$ cat src/rtl/bta_pkg.sv
// Shared types, codes and constants of the blob track association block.
`default_nettype none

package bta_pkg;

    localparam int VELOCITY_WINDOW_DEF = 5;
    localparam int MAX_BLOBS_DEF       = 64;

    localparam int BOX_W    = 12;
    localparam int PIX_W    = 14;
    localparam int AVG_W    = 22;
    localparam int CONF_W   = 5;
    localparam int MAXC_W   = 4;
    localparam int PCT_W    = 8;
    localparam int CHOSEN_W = 6;
    localparam int CFG_IDX_W  = 2;
    localparam int CFG_DATA_W = 12;
    localparam int MUL_W    = 23;
    localparam int DIST_W   = 2 * BOX_W;
    localparam int ACC_W    = 30;
    localparam int GATE_W   = 20;

    localparam int S_TDATA_W = 48;
    localparam int S_TUSER_W = 2;
    localparam int M_TDATA_W = 112;

    localparam int PCT_SCALE = 100;
    localparam int Q_SHIFT   = 8;

    typedef enum logic [S_TUSER_W-1:0] {
        KIND_START = 2'd0,
        KIND_BLOB  = 2'd1,
        KIND_EOF   = 2'd2
    } kind_t;

    typedef enum logic [CFG_IDX_W-1:0] {
        REG_MAX_DIST = 2'd0,
        REG_MAX_DEV  = 2'd1,
        REG_MAX_CONF = 2'd2
    } reg_idx_t;

    localparam logic [BOX_W-1:0]  MAX_DIST_RST = 12'd30;
    localparam logic [PCT_W-1:0]  MAX_DEV_RST  = 8'd80;
    localparam logic [MAXC_W-1:0] MAX_CONF_RST = 4'd6;

endpackage

`default_nettype wire

$ cat src/rtl/bta_mul.sv
// Shared registered signed multiplier of the blob tracker.
`default_nettype none

module bta_mul
    import bta_pkg::*;
#(
    parameter int W = MUL_W
) (
    input  wire logic                  aclk,
    input  wire logic signed [W-1:0]   op_a,
    input  wire logic signed [W-1:0]   op_b,
    output logic signed [2*W-1:0]      prod
);

    logic signed [2*W-1:0] prod_reg;

    always_ff @(posedge aclk) begin
        prod_reg <= op_a * op_b;
    end

    assign prod = prod_reg;

endmodule

`default_nettype wire

$ cat src/rtl/bta_div.sv
// Restoring unsigned divider, one quotient bit per cycle.
`default_nettype none

module bta_div
    import bta_pkg::*;
#(
    parameter int DIVIDEND_W = 25,
    parameter int DIVISOR_W  = 3
) (
    input  wire logic                  aclk,
    input  wire logic                  aresetn,
    input  wire logic                  start,
    input  wire logic [DIVIDEND_W-1:0] dividend,
    input  wire logic [DIVISOR_W-1:0]  divisor,
    output logic                       done,
    output logic [DIVIDEND_W-1:0]      quotient
);

    localparam int CNT_W = $clog2(DIVIDEND_W + 1);

    logic [DIVIDEND_W-1:0] quot_reg;
    logic [DIVISOR_W-1:0]  rem_reg;
    logic [DIVISOR_W-1:0]  den_reg;
    logic [CNT_W-1:0]      cnt_reg;
    logic                  busy_reg;
    logic                  done_reg;

    logic [DIVISOR_W:0]    trial;
    logic                  qbit;
    logic [DIVISOR_W-1:0]  rem_next;

    always_comb begin
        trial = {rem_reg, quot_reg[DIVIDEND_W-1]};
        qbit  = (trial >= {1'b0, den_reg});
        if (qbit) begin
            rem_next = DIVISOR_W'(trial - {1'b0, den_reg});
        end else begin
            rem_next = trial[DIVISOR_W-1:0];
        end
    end

    always_ff @(posedge aclk) begin
        if (!aresetn) begin
            busy_reg <= 1'b0;
            done_reg <= 1'b0;
            cnt_reg  <= '0;
        end else begin
            done_reg <= 1'b0;
            if (start) begin
                quot_reg <= dividend;
                rem_reg  <= '0;
                den_reg  <= divisor;
                cnt_reg  <= CNT_W'(DIVIDEND_W);
                busy_reg <= 1'b1;
            end else if (busy_reg) begin
                quot_reg <= {quot_reg[DIVIDEND_W-2:0], qbit};
                rem_reg  <= rem_next;
                cnt_reg  <= cnt_reg - 1'b1;
                if (cnt_reg == CNT_W'(1)) begin
                    busy_reg <= 1'b0;
                    done_reg <= 1'b1;
                end
            end
        end
    end

    assign done     = done_reg;
    assign quotient = quot_reg;

endmodule

`default_nettype wire

$ cat src/rtl/blob_track_association.sv
// Top level: single-object blob tracker with frame gating and velocity averaging.
//
//  channel | dir | handshake          | content
//  s_      | in  | s_tvalid/s_tready  | tuser kind, tdata blob box
//  m_      | out | m_tvalid/m_tready  | tdata track state after end of frame
//  cfg_    | in  | cfg_valid/cfg_ready| register index and write data
//
// A start item loads the track from its box and returns to idle. A candidate blob
// passes through the shared multiplier for two size gates, dx^2, dy^2 and limit^2.
// At end of frame the one-bit-per-cycle divider runs once per axis, unless
// the track is marked for deletion and the result goes straight out.
// Reset is synchronous and active low; no clearing pass is needed.
// A held result stalls only the next end of frame, in its final cycle.
`default_nettype none

module blob_track_association
    import bta_pkg::*;
#(
    parameter int VELOCITY_WINDOW = VELOCITY_WINDOW_DEF,
    parameter int MAX_BLOBS       = MAX_BLOBS_DEF
) (
    input  wire logic                   aclk,
    input  wire logic                   aresetn,
    input  wire logic                   s_tvalid,
    output logic                        s_tready,
    input  wire logic [S_TDATA_W-1:0]   s_tdata,   // box_x, box_y, box_width, box_height
    input  wire logic [S_TUSER_W-1:0]   s_tuser,   // kind
    output logic                        m_tvalid,
    input  wire logic                   m_tready,
    // assigned, chosen_index, centroid_x, centroid_y, track_box_x, track_box_y,
    // confidence, marked_delete, avg_velocity_x, avg_velocity_y, zero pad
    output logic [M_TDATA_W-1:0]        m_tdata,
    input  wire logic                   cfg_valid,
    output logic                        cfg_ready,
    input  wire logic [CFG_IDX_W-1:0]   cfg_index,
    input  wire logic [CFG_DATA_W-1:0]  cfg_data
);

    localparam int CNT_W  = $clog2(MAX_BLOBS + 1);
    localparam int IDX_W  = $clog2(MAX_BLOBS);
    localparam int POS_W  = $clog2(VELOCITY_WINDOW);
    localparam int HIST_W = $clog2(VELOCITY_WINDOW + 2);
    localparam int NUM_W  = AVG_W + HIST_W + 1;
    localparam int MAG_W  = NUM_W - 1;
    localparam int PAD_W  = M_TDATA_W - (2 + CHOSEN_W + 2 * PIX_W + 2 * BOX_W
                                         + CONF_W + 2 * AVG_W);

    localparam logic signed [31:0] PIX_HI = (32'sd1 <<< (PIX_W - 1)) - 32'sd1;
    localparam logic signed [31:0] PIX_LO = -PIX_HI - 32'sd1;
    localparam logic signed [31:0] AVG_HI = (32'sd1 <<< (AVG_W - 1)) - 32'sd1;
    localparam logic signed [31:0] AVG_LO = -AVG_HI - 32'sd1;
    localparam logic signed [16:0] EDGE_HI = 17'sd4095;

    typedef enum logic [3:0] {
        ST_IDLE,
        ST_START,
        ST_BLOB_W,
        ST_BLOB_H,
        ST_BLOB_DX,
        ST_BLOB_DY,
        ST_BLOB_LIM,
        ST_BLOB_CMP,
        ST_EOF,
        ST_SUB,
        ST_VEL,
        ST_AVG_MUL,
        ST_AVG_DIV,
        ST_AVG_WAIT,
        ST_OUT
    } state_t;

    function automatic logic signed [PIX_W-1:0] sat_pix(input logic signed [31:0] v);
        if (v > PIX_HI) return PIX_W'(PIX_HI);
        if (v < PIX_LO) return PIX_W'(PIX_LO);
        return PIX_W'(v);
    endfunction

    function automatic logic signed [AVG_W-1:0] sat_avg(input logic signed [31:0] v);
        if (v > AVG_HI) return AVG_W'(AVG_HI);
        if (v < AVG_LO) return AVG_W'(AVG_LO);
        return AVG_W'(v);
    endfunction

    function automatic logic signed [15:0] round_q8(input logic signed [AVG_W-1:0] a);
        logic [AVG_W-1:0] m;
        logic [AVG_W-1:0] r;
        m = a[AVG_W-1] ? AVG_W'(-a) : AVG_W'(a);
        r = (m + AVG_W'(128)) >> Q_SHIFT;
        return a[AVG_W-1] ? -$signed(16'(r)) : $signed(16'(r));
    endfunction

    function automatic logic [BOX_W-1:0] box_edge(input logic signed [PIX_W-1:0] c,
                                                  input logic [BOX_W-1:0] size);
        logic signed [16:0] e;
        e = 17'(c) - $signed({6'b0, size[BOX_W-1:1]});
        if (e < 17'sd0) return '0;
        if (e > EDGE_HI) return BOX_W'(EDGE_HI);
        return BOX_W'(e);
    endfunction

    state_t state_reg;

    logic [BOX_W-1:0]  max_dist_reg;
    logic [PCT_W-1:0]  max_dev_reg;
    logic [MAXC_W-1:0] max_conf_reg;

    logic [S_TUSER_W-1:0] in_kind_reg;
    logic [BOX_W-1:0] in_x_reg, in_y_reg, in_w_reg, in_h_reg;
    logic [IDX_W-1:0] in_idx_reg;

    logic [BOX_W-1:0] last_x_reg, last_y_reg, last_w_reg, last_h_reg;
    logic signed [PIX_W-1:0] last_cx_reg, last_cy_reg;
    logic signed [PIX_W-1:0] new_cx_reg, new_cy_reg;
    logic signed [PIX_W-1:0] ring_x_reg [VELOCITY_WINDOW];
    logic signed [PIX_W-1:0] ring_y_reg [VELOCITY_WINDOW];
    logic [POS_W-1:0]  pos_reg;
    logic [HIST_W-1:0] hist_reg;
    logic signed [AVG_W-1:0] avg_x_reg, avg_y_reg;
    logic signed [CONF_W-1:0] conf_reg;
    logic delete_reg;

    logic [BOX_W-1:0] best_x_reg, best_y_reg, best_w_reg, best_h_reg;
    logic [DIST_W-1:0] best_d2_reg;
    logic [CNT_W-1:0] counter_reg;
    logic [IDX_W-1:0] best_idx_reg;
    logic best_valid_reg;

    logic fail_reg;
    logic [ACC_W-1:0] acc_reg;

    logic signed [PIX_W-1:0] vx_reg, vy_reg, oldx_reg, oldy_reg;
    logic rec_reg;
    logic comp_reg;
    logic sign_reg;
    logic taken_reg;

    logic m_tvalid_reg;
    logic [M_TDATA_W-1:0] m_tdata_reg;

    // Shared units
    logic signed [MUL_W-1:0]   mul_a, mul_b;
    logic signed [2*MUL_W-1:0] prod;
    logic                      div_start;
    logic [MAG_W-1:0]          div_dividend;
    logic [HIST_W-1:0]         div_divisor;
    logic                      div_done;
    logic [MAG_W-1:0]          div_quot;

    bta_mul #(.W(MUL_W)) u_mul (
        .aclk (aclk),
        .op_a (mul_a),
        .op_b (mul_b),
        .prod (prod)
    );

    bta_div #(.DIVIDEND_W(MAG_W), .DIVISOR_W(HIST_W)) u_div (
        .aclk     (aclk),
        .aresetn  (aresetn),
        .start    (div_start),
        .dividend (div_dividend),
        .divisor  (div_divisor),
        .done     (div_done),
        .quotient (div_quot)
    );

    // Candidate geometry
    logic [BOX_W-1:0]  dw_abs, dh_abs;
    logic [GATE_W-1:0] dw100, dh100;
    logic [BOX_W:0]    cand_cx, cand_cy;
    logic signed [15:0] dx, dy;
    logic [DIST_W-1:0] limit;

    always_comb begin
        dw_abs  = (in_w_reg >= last_w_reg) ? in_w_reg - last_w_reg : last_w_reg - in_w_reg;
        dh_abs  = (in_h_reg >= last_h_reg) ? in_h_reg - last_h_reg : last_h_reg - in_h_reg;
        dw100   = GATE_W'(dw_abs) * GATE_W'(PCT_SCALE);
        dh100   = GATE_W'(dh_abs) * GATE_W'(PCT_SCALE);
        cand_cx = {1'b0, in_x_reg} + {2'b0, in_w_reg[BOX_W-1:1]};
        cand_cy = {1'b0, in_y_reg} + {2'b0, in_h_reg[BOX_W-1:1]};
        dx      = $signed({3'b0, cand_cx}) - 16'(last_cx_reg);
        dy      = $signed({3'b0, cand_cy}) - 16'(last_cy_reg);
        limit   = best_valid_reg ? best_d2_reg : prod[DIST_W-1:0];
    end

    // Averaging datapath
    logic signed [AVG_W-1:0] avg_sel;
    logic signed [PIX_W-1:0] v_sel, old_sel;
    logic signed [NUM_W-1:0] num;
    logic signed [NUM_W-1:0] q_s;
    logic signed [AVG_W-1:0] avg_new;

    always_comb begin
        avg_sel = comp_reg ? avg_y_reg : avg_x_reg;
        v_sel   = comp_reg ? vy_reg : vx_reg;
        old_sel = comp_reg ? oldy_reg : oldx_reg;
        if (rec_reg) begin
            num = $signed(prod[NUM_W-1:0]) + (NUM_W'(v_sel) <<< Q_SHIFT);
        end else begin
            num = (NUM_W'(v_sel) - NUM_W'(old_sel)) <<< Q_SHIFT;
        end
        div_dividend = num[NUM_W-1] ? MAG_W'(-num) : MAG_W'(num);
        div_divisor  = rec_reg ? hist_reg : HIST_W'(VELOCITY_WINDOW);
        div_start    = (state_reg == ST_AVG_DIV);
        q_s = sign_reg ? -$signed({1'b0, div_quot}) : $signed({1'b0, div_quot});
        if (rec_reg) begin
            avg_new = sat_avg(32'(q_s));
        end else begin
            avg_new = sat_avg(32'(avg_sel) + 32'(q_s));
        end
    end

    always_comb begin
        mul_a = '0;
        mul_b = '0;
        unique case (state_reg)
            ST_BLOB_W: begin
                mul_a = MUL_W'($signed({1'b0, last_w_reg}));
                mul_b = MUL_W'($signed({1'b0, max_dev_reg}));
            end
            ST_BLOB_H: begin
                mul_a = MUL_W'($signed({1'b0, last_h_reg}));
                mul_b = MUL_W'($signed({1'b0, max_dev_reg}));
            end
            ST_BLOB_DX: begin
                mul_a = MUL_W'(dx);
                mul_b = MUL_W'(dx);
            end
            ST_BLOB_DY: begin
                mul_a = MUL_W'(dy);
                mul_b = MUL_W'(dy);
            end
            ST_BLOB_LIM: begin
                mul_a = MUL_W'($signed({1'b0, max_dist_reg}));
                mul_b = MUL_W'($signed({1'b0, max_dist_reg}));
            end
            ST_AVG_MUL: begin
                mul_a = MUL_W'(avg_sel);
                mul_b = MUL_W'($signed({1'b0, hist_reg - 1'b1}));
            end
            default: begin
                mul_a = '0;
                mul_b = '0;
            end
        endcase
    end

    // End-of-frame helpers
    logic signed [CONF_W-1:0] maxc_s, conf_inc, conf_dec;
    logic signed [PIX_W-1:0]  sub_cx, sub_cy, taken_cx, taken_cy;
    logic signed [PIX_W-1:0]  vel_x, vel_y;
    logic [IDX_W+CHOSEN_W-1:0] chosen_wide;

    always_comb begin
        maxc_s   = $signed({1'b0, max_conf_reg});
        conf_inc = (conf_reg < maxc_s) ? conf_reg + 5'sd1 : maxc_s;
        conf_dec = (conf_reg > -5'sd1) ? conf_reg - 5'sd1 : conf_reg;
        sub_cx   = sat_pix(32'(last_cx_reg) + 32'(round_q8(avg_x_reg)));
        sub_cy   = sat_pix(32'(last_cy_reg) + 32'(round_q8(avg_y_reg)));
        taken_cx = $signed({1'b0, {1'b0, best_x_reg} + {2'b0, best_w_reg[BOX_W-1:1]}});
        taken_cy = $signed({1'b0, {1'b0, best_y_reg} + {2'b0, best_h_reg[BOX_W-1:1]}});
        vel_x    = sat_pix(32'(new_cx_reg) - 32'(last_cx_reg));
        vel_y    = sat_pix(32'(new_cy_reg) - 32'(last_cy_reg));
        chosen_wide = {CHOSEN_W'(0), taken_reg ? best_idx_reg : IDX_W'(0)};
    end

    always_ff @(posedge aclk) begin
        if (!aresetn) begin
            state_reg      <= ST_IDLE;
            max_dist_reg   <= MAX_DIST_RST;
            max_dev_reg    <= MAX_DEV_RST;
            max_conf_reg   <= MAX_CONF_RST;
            last_x_reg     <= '0;
            last_y_reg     <= '0;
            last_w_reg     <= '0;
            last_h_reg     <= '0;
            last_cx_reg    <= '0;
            last_cy_reg    <= '0;
            pos_reg        <= '0;
            hist_reg       <= '0;
            avg_x_reg      <= '0;
            avg_y_reg      <= '0;
            conf_reg       <= '0;
            delete_reg     <= 1'b0;
            best_valid_reg <= 1'b0;
            counter_reg    <= '0;
            m_tvalid_reg   <= 1'b0;
        end else begin
            if (cfg_valid) begin
                unique case (cfg_index)
                    REG_MAX_DIST: max_dist_reg <= cfg_data;
                    REG_MAX_DEV:  max_dev_reg  <= cfg_data[PCT_W-1:0];
                    REG_MAX_CONF: max_conf_reg <= cfg_data[MAXC_W-1:0];
                    default: ;
                endcase
            end
            if (m_tvalid_reg && m_tready) begin
                m_tvalid_reg <= 1'b0;
            end

            unique case (state_reg)
                ST_IDLE: begin
                    if (s_tvalid) begin
                        in_kind_reg <= s_tuser;
                        in_x_reg    <= s_tdata[11:0];
                        in_y_reg    <= s_tdata[23:12];
                        in_w_reg    <= s_tdata[35:24];
                        in_h_reg    <= s_tdata[47:36];
                        in_idx_reg  <= counter_reg[IDX_W-1:0];
                        unique case (s_tuser)
                            KIND_START: state_reg <= ST_START;
                            KIND_BLOB: begin
                                if (counter_reg < CNT_W'(MAX_BLOBS)) begin
                                    counter_reg <= counter_reg + 1'b1;
                                    state_reg   <= ST_BLOB_W;
                                end
                            end
                            KIND_EOF: state_reg <= ST_EOF;
                            default: state_reg <= ST_IDLE;
                        endcase
                    end
                end
                ST_START: begin
                    last_x_reg     <= in_x_reg;
                    last_y_reg     <= in_y_reg;
                    last_w_reg     <= in_w_reg;
                    last_h_reg     <= in_h_reg;
                    last_cx_reg    <= $signed({1'b0, cand_cx});
                    last_cy_reg    <= $signed({1'b0, cand_cy});
                    pos_reg        <= '0;
                    hist_reg       <= '0;
                    avg_x_reg      <= '0;
                    avg_y_reg      <= '0;
                    conf_reg       <= '0;
                    delete_reg     <= 1'b0;
                    best_valid_reg <= 1'b0;
                    counter_reg    <= '0;
                    state_reg      <= ST_IDLE;
                end
                ST_BLOB_W: state_reg <= ST_BLOB_H;
                ST_BLOB_H: begin
                    fail_reg  <= (dw100 > prod[GATE_W-1:0]);
                    state_reg <= ST_BLOB_DX;
                end
                ST_BLOB_DX: begin
                    fail_reg  <= fail_reg | (dh100 > prod[GATE_W-1:0]);
                    state_reg <= ST_BLOB_DY;
                end
                ST_BLOB_DY: begin
                    acc_reg   <= prod[ACC_W-1:0];
                    state_reg <= ST_BLOB_LIM;
                end
                ST_BLOB_LIM: begin
                    acc_reg   <= acc_reg + prod[ACC_W-1:0];
                    state_reg <= ST_BLOB_CMP;
                end
                ST_BLOB_CMP: begin
                    if (!fail_reg && (acc_reg < ACC_W'(limit))) begin
                        best_valid_reg <= 1'b1;
                        best_d2_reg    <= acc_reg[DIST_W-1:0];
                        best_idx_reg   <= in_idx_reg;
                        best_x_reg     <= in_x_reg;
                        best_y_reg     <= in_y_reg;
                        best_w_reg     <= in_w_reg;
                        best_h_reg     <= in_h_reg;
                    end
                    state_reg <= ST_IDLE;
                end
                ST_EOF: begin
                    taken_reg <= best_valid_reg;
                    if (best_valid_reg) begin
                        last_x_reg <= best_x_reg;
                        last_y_reg <= best_y_reg;
                        last_w_reg <= best_w_reg;
                        last_h_reg <= best_h_reg;
                        new_cx_reg <= taken_cx;
                        new_cy_reg <= taken_cy;
                        conf_reg   <= conf_inc;
                        state_reg  <= ST_VEL;
                    end else begin
                        conf_reg <= conf_dec;
                        if (conf_dec <= 5'sd0) begin
                            delete_reg <= 1'b1;
                            state_reg  <= ST_OUT;
                        end else begin
                            state_reg <= ST_SUB;
                        end
                    end
                end
                ST_SUB: begin
                    new_cx_reg <= sub_cx;
                    new_cy_reg <= sub_cy;
                    last_x_reg <= box_edge(sub_cx, last_w_reg);
                    last_y_reg <= box_edge(sub_cy, last_h_reg);
                    state_reg  <= ST_VEL;
                end
                ST_VEL: begin
                    vx_reg   <= vel_x;
                    vy_reg   <= vel_y;
                    oldx_reg <= ring_x_reg[pos_reg];
                    oldy_reg <= ring_y_reg[pos_reg];
                    ring_x_reg[pos_reg] <= vel_x;
                    ring_y_reg[pos_reg] <= vel_y;
                    last_cx_reg <= new_cx_reg;
                    last_cy_reg <= new_cy_reg;
                    rec_reg  <= (hist_reg < HIST_W'(VELOCITY_WINDOW));
                    if (hist_reg < HIST_W'(VELOCITY_WINDOW + 1)) begin
                        hist_reg <= hist_reg + 1'b1;
                    end
                    pos_reg  <= (pos_reg == POS_W'(VELOCITY_WINDOW - 1)) ? '0
                                                                         : pos_reg + 1'b1;
                    comp_reg  <= 1'b0;
                    state_reg <= ST_AVG_MUL;
                end
                ST_AVG_MUL: state_reg <= ST_AVG_DIV;
                ST_AVG_DIV: begin
                    sign_reg  <= num[NUM_W-1];
                    state_reg <= ST_AVG_WAIT;
                end
                ST_AVG_WAIT: begin
                    if (div_done) begin
                        if (comp_reg) begin
                            avg_y_reg <= avg_new;
                            state_reg <= ST_OUT;
                        end else begin
                            avg_x_reg <= avg_new;
                            comp_reg  <= 1'b1;
                            state_reg <= ST_AVG_MUL;
                        end
                    end
                end
                ST_OUT: begin
                    if (!m_tvalid_reg || m_tready) begin
                        m_tvalid_reg <= 1'b1;
                        m_tdata_reg  <= {PAD_W'(0), avg_y_reg, avg_x_reg, delete_reg,
                                         conf_reg, last_y_reg, last_x_reg, last_cy_reg,
                                         last_cx_reg, chosen_wide[CHOSEN_W-1:0], taken_reg};
                        best_valid_reg <= 1'b0;
                        counter_reg    <= '0;
                        state_reg      <= ST_IDLE;
                    end
                end
                default: state_reg <= ST_IDLE;
            endcase
        end
    end

    assign s_tready  = (state_reg == ST_IDLE);
    assign cfg_ready = 1'b1;
    assign m_tvalid  = m_tvalid_reg;
    assign m_tdata   = m_tdata_reg;

endmodule

`default_nettype wire

$ cat config.mk
export PLATFORM = sky130hd
export DESIGN_NAME = blob_track_association
export DESIGN_NICKNAME = d
export VERILOG_FILES = /design/src/rtl/bta_pkg.sv /design/src/rtl/bta_mul.sv /design/src/rtl/bta_div.sv /design/src/rtl/blob_track_association.sv
export SDC_FILE = /design/constraint.sdc
export NUM_CORES = 2
export LEC_CHECK = 0
export BUFFER_PORTS_ARGS = -buffer_cell sky130_fd_sc_hd__buf_2
export CORE_ASPECT_RATIO = 0.5
export CORE_MARGIN = 5
export CORE_UTILIZATION = 42
export CTS_CLUSTER_SIZE = 24
export DETAILED_ROUTE_END_ITERATION = 8
export GPL_TIMING_DRIVEN = 1
export SYNTH_ARGS = -nofsm -noshare
export SYNTH_HDL_FRONTEND = slang
export SYNTH_SLANG_ARGS = --single-unit
export TNS_END_PERCENT = 100
$ cat constraint.sdc
create_clock -name aclk -period 15.9 [get_ports aclk]
set_input_delay 0.795 -clock aclk [delete_from_list [all_inputs] [get_ports aclk]]
set_output_delay 0.795 -clock aclk [all_outputs]
set_load 0.1 [all_outputs]
==> results.json <==
{
  "status": "complete, no violations",
  "fin_crit_sh_pct": 77.2,
  "r2r-start": "in_w_reg[1]",
  "synth.yosys.seq_area_share_pct": 34.0,
  "post-cts-setup-buffer-count": 0,
  "h-tree-depth": 3,
  "synth_edf_count": 531,
  "viasPerCell": 5.60,
  "synthFlopType": "edfxtp_1",
  "cts_resized": 0,
  "grt_use_met2_pct": 38.3,
  "grt_pass1_vias": 44146,
  "slew_headroom_pct": 5.25,
  "path_class": "flop to flop",
  "largest_reg_flops": 109,
  "r2r_cells": 44,
  "cpPeakStageDelay_ns": 1.04,
  "drive_gt1_share_pct": 8.10,
  "fin_setup_tns_ns": 0,
  "ys_seq_elements": 737,
  "antenna_left": 0,
  "finalSetupViolations": 0,
  "numCtsBuffers": 74,
  "r2r_setup_slack_ns": 3.62,
  "grt.total_usage_pct": 25.1,
  "critical_path.most_common_cell": "fa_1",
  "power_density_nw_per_um2": 212,
  "cap_viol_max_count": 0,
  "hold_start": "s_tdata[32]",
  "yosysWarnings": 0,
  "remaining_drc_errors": 0,
  "drtIter0Drc": 4611,
  "worst-path-buf-inv": 8,
  "finalCriticalPeriod_ns": 12.28,
  "initial_core_util_pct": 42.2,
  "tightest_slew_ns": 1.41,
  "critPathMaxFanout": 64,
  "antenna_found_initial": 11,
  "cts_root_buf": "clkbuf_16",
  "synth_area_per_cell_um2": 9.64,
  "synth.distinct_cells": 101,
  "critPathTopFamily": "adder cells",
  "syn-cell-area_um2": 59100,
  "hold_viol_final": 0,
  "vias": 45811,
  "clock-sinks": 737,
  "min_to": "in_w_reg[8]",
  "gr-usage-met3_pct": 5.81,
  "grt-ovfl-total": 0,
  "routedWlPerCell_um": 23.1,
  "fin_worst_skew_ns": 0.0467,
  "grt_pass1_wl_um": 282000,
  "rr_endpoint": "u_mul.prod[29]",
  "die_y_um": 275,
  "setup_slack_ns": 3.62,
  "io_buffer_count": 179,
  "hpwl_um": 149000,
  "hold_buffers": 0,
  "nets": 7218,
  "grtUsageMet1_pct": 35.6,
  "syn_inst": 6132,
  "rsz0062_at_grt": "no",
  "place_ws_ns": 3.71,
  "cp-end-kind": "flop",
  "min_path_cells": 1,
  "dr.pass1.iters": 6,
  "crit_arrival_ns": 12.84,
  "syn_to_final_growth_pct": 9.30,
  "hold_ws_ns": 0.269,
  "slew_violations": 0,
  "leakagePower_nw": 27.3,
  "required_ns": 16.46,
  "path_clk_slew_ns": 0.07,
  "clock_path_buffers": 3,
  "slowest_stage": "a2111oi_1",
  "cts_tree": "done",
  "async_reset_ff_share_pct": 0,
  "coreArea_um2": 140000,
  "routed_wl_um": 189000,
  "die_w_um": 541,
  "grt_max_degree": 65,
  "row_count": 97,
  "io_pins": 184,
  "clkLatencyLatePin_ns": 0.70,
  "grt_busiest_layer": "met2",
  "vdd_drop_max_v": 0.000521,
  "critPathLaunchType": "flop",
  "gp_congestion": 0.992,
  "worst_hold_path_type": "input pin to flop",
  "fmax_ghz": 0.0814,
  "n_fill_cell": 13351,
  "dieArea_um2": 149000
}
==> through the flow <==
stage          total power, mW  utilization [%]  std cells  instance area [µm²]
6_report                  13.7             46.2       8183                64600
5_1_grt                   15.1             46.2       8179                64600
4_1_cts                   13.7             46.1       8175                64600
3_5_place_dp              11.8             44.4       8038                62200
3_3_place_gp              11.7             44.4       8038                62200
2_1_floorplan             9.46                -       6134                59100
==> synth_stat cells, types with 127 or more instances <==
cell type,n,area share [%]
fa_1,362,12
edfxtp_1,531,27
dfxtp_1,206,7.0
a21oi_1,370,3.1
o21ai_0,353,3.0
xor2_1,127,1.9
nor2_1,433,2.8
clkbuf_1,192,1.2
xnor2_1,259,3.8
nand2_1,592,3.8
inv_1,757,4.8
ha_1,552,12
==> worst max-delay path by stage <==
stage	cells past startpoint	to	from
finish	44	u_mul.prod[29]	in_w_reg[1]
floorplan	44	u_mul.prod[28]	in_w_reg[1]
detailed placement	44	u_mul.prod[29]	in_w_reg[1]
global route	44	u_mul.prod[29]	in_w_reg[1]
CTS	44	u_mul.prod[29]	in_w_reg[1]
global placement	44	u_mul.prod[29]	in_w_reg[1]
==> cell families after synthesis <==
logic type / synth area share (%)
AND/OR/NAND/NOR: 11.9
AO/OA/AOI/OAI: 15.2
buffers and inverters: 6.36
adder cells (fa/ha/maj): 24.0
flip-flops: 34.0
XOR/XNOR: 5.79
multiplexers: 2.77
other: 0.0127
==> cell type report <==
class	count	area [µm²]	area share [%]
Multi-Input combinational cell	4408	35400	54.8
Sequential cell	737	20100	31.1
Inverter	760	2860	4.42
Tap cell	1881	2350	3.64
Clock buffer	104	2040	3.15
Timing Repair Buffer	254	1470	2.27
Clock inverter	33	375	0.581
Antenna cell	6	15.0	0.0232
==> placed cells by master, fill, tap and decap left out, types with 66 or more instances in the layout <==
cell,count
inv_1,755
nor2_1,424
edfxtp_1,531
ha_1,552
xnor2_1,259
clkbuf_16,75
fa_1,362
nor3_1,70
o21ai_0,347
a21oi_1,368
mux2i_1,96
a21o_1,115
nand2_1,592
nor2b_1,76
dfxtp_1,203
buf_4,75
nand3_1,74
buf_2,178
o31ai_1,66
xor2_1,127
a22oi_1,87
==> routing by layer <==
metal | vias up | wire, µm | share of wire (%)
li1 | 21461 | - | -
met1 | 22489 | 84200 | 45
met2 | 1620 | 80900 | 43
met3 | 239 | 17700 | 9.4
met4 | 2 | 6020 | 3.2
met5 | - | 20 | 0.011
==> where the power goes <==
group          switching (mW)  internal, mW  total, mW
combinational            5.41          3.90       9.31
clock                   0.815          1.00       1.82
sequential              0.268          2.30       2.57
total                    6.49          7.20       13.7
Power figures use the tool's default switching activity.
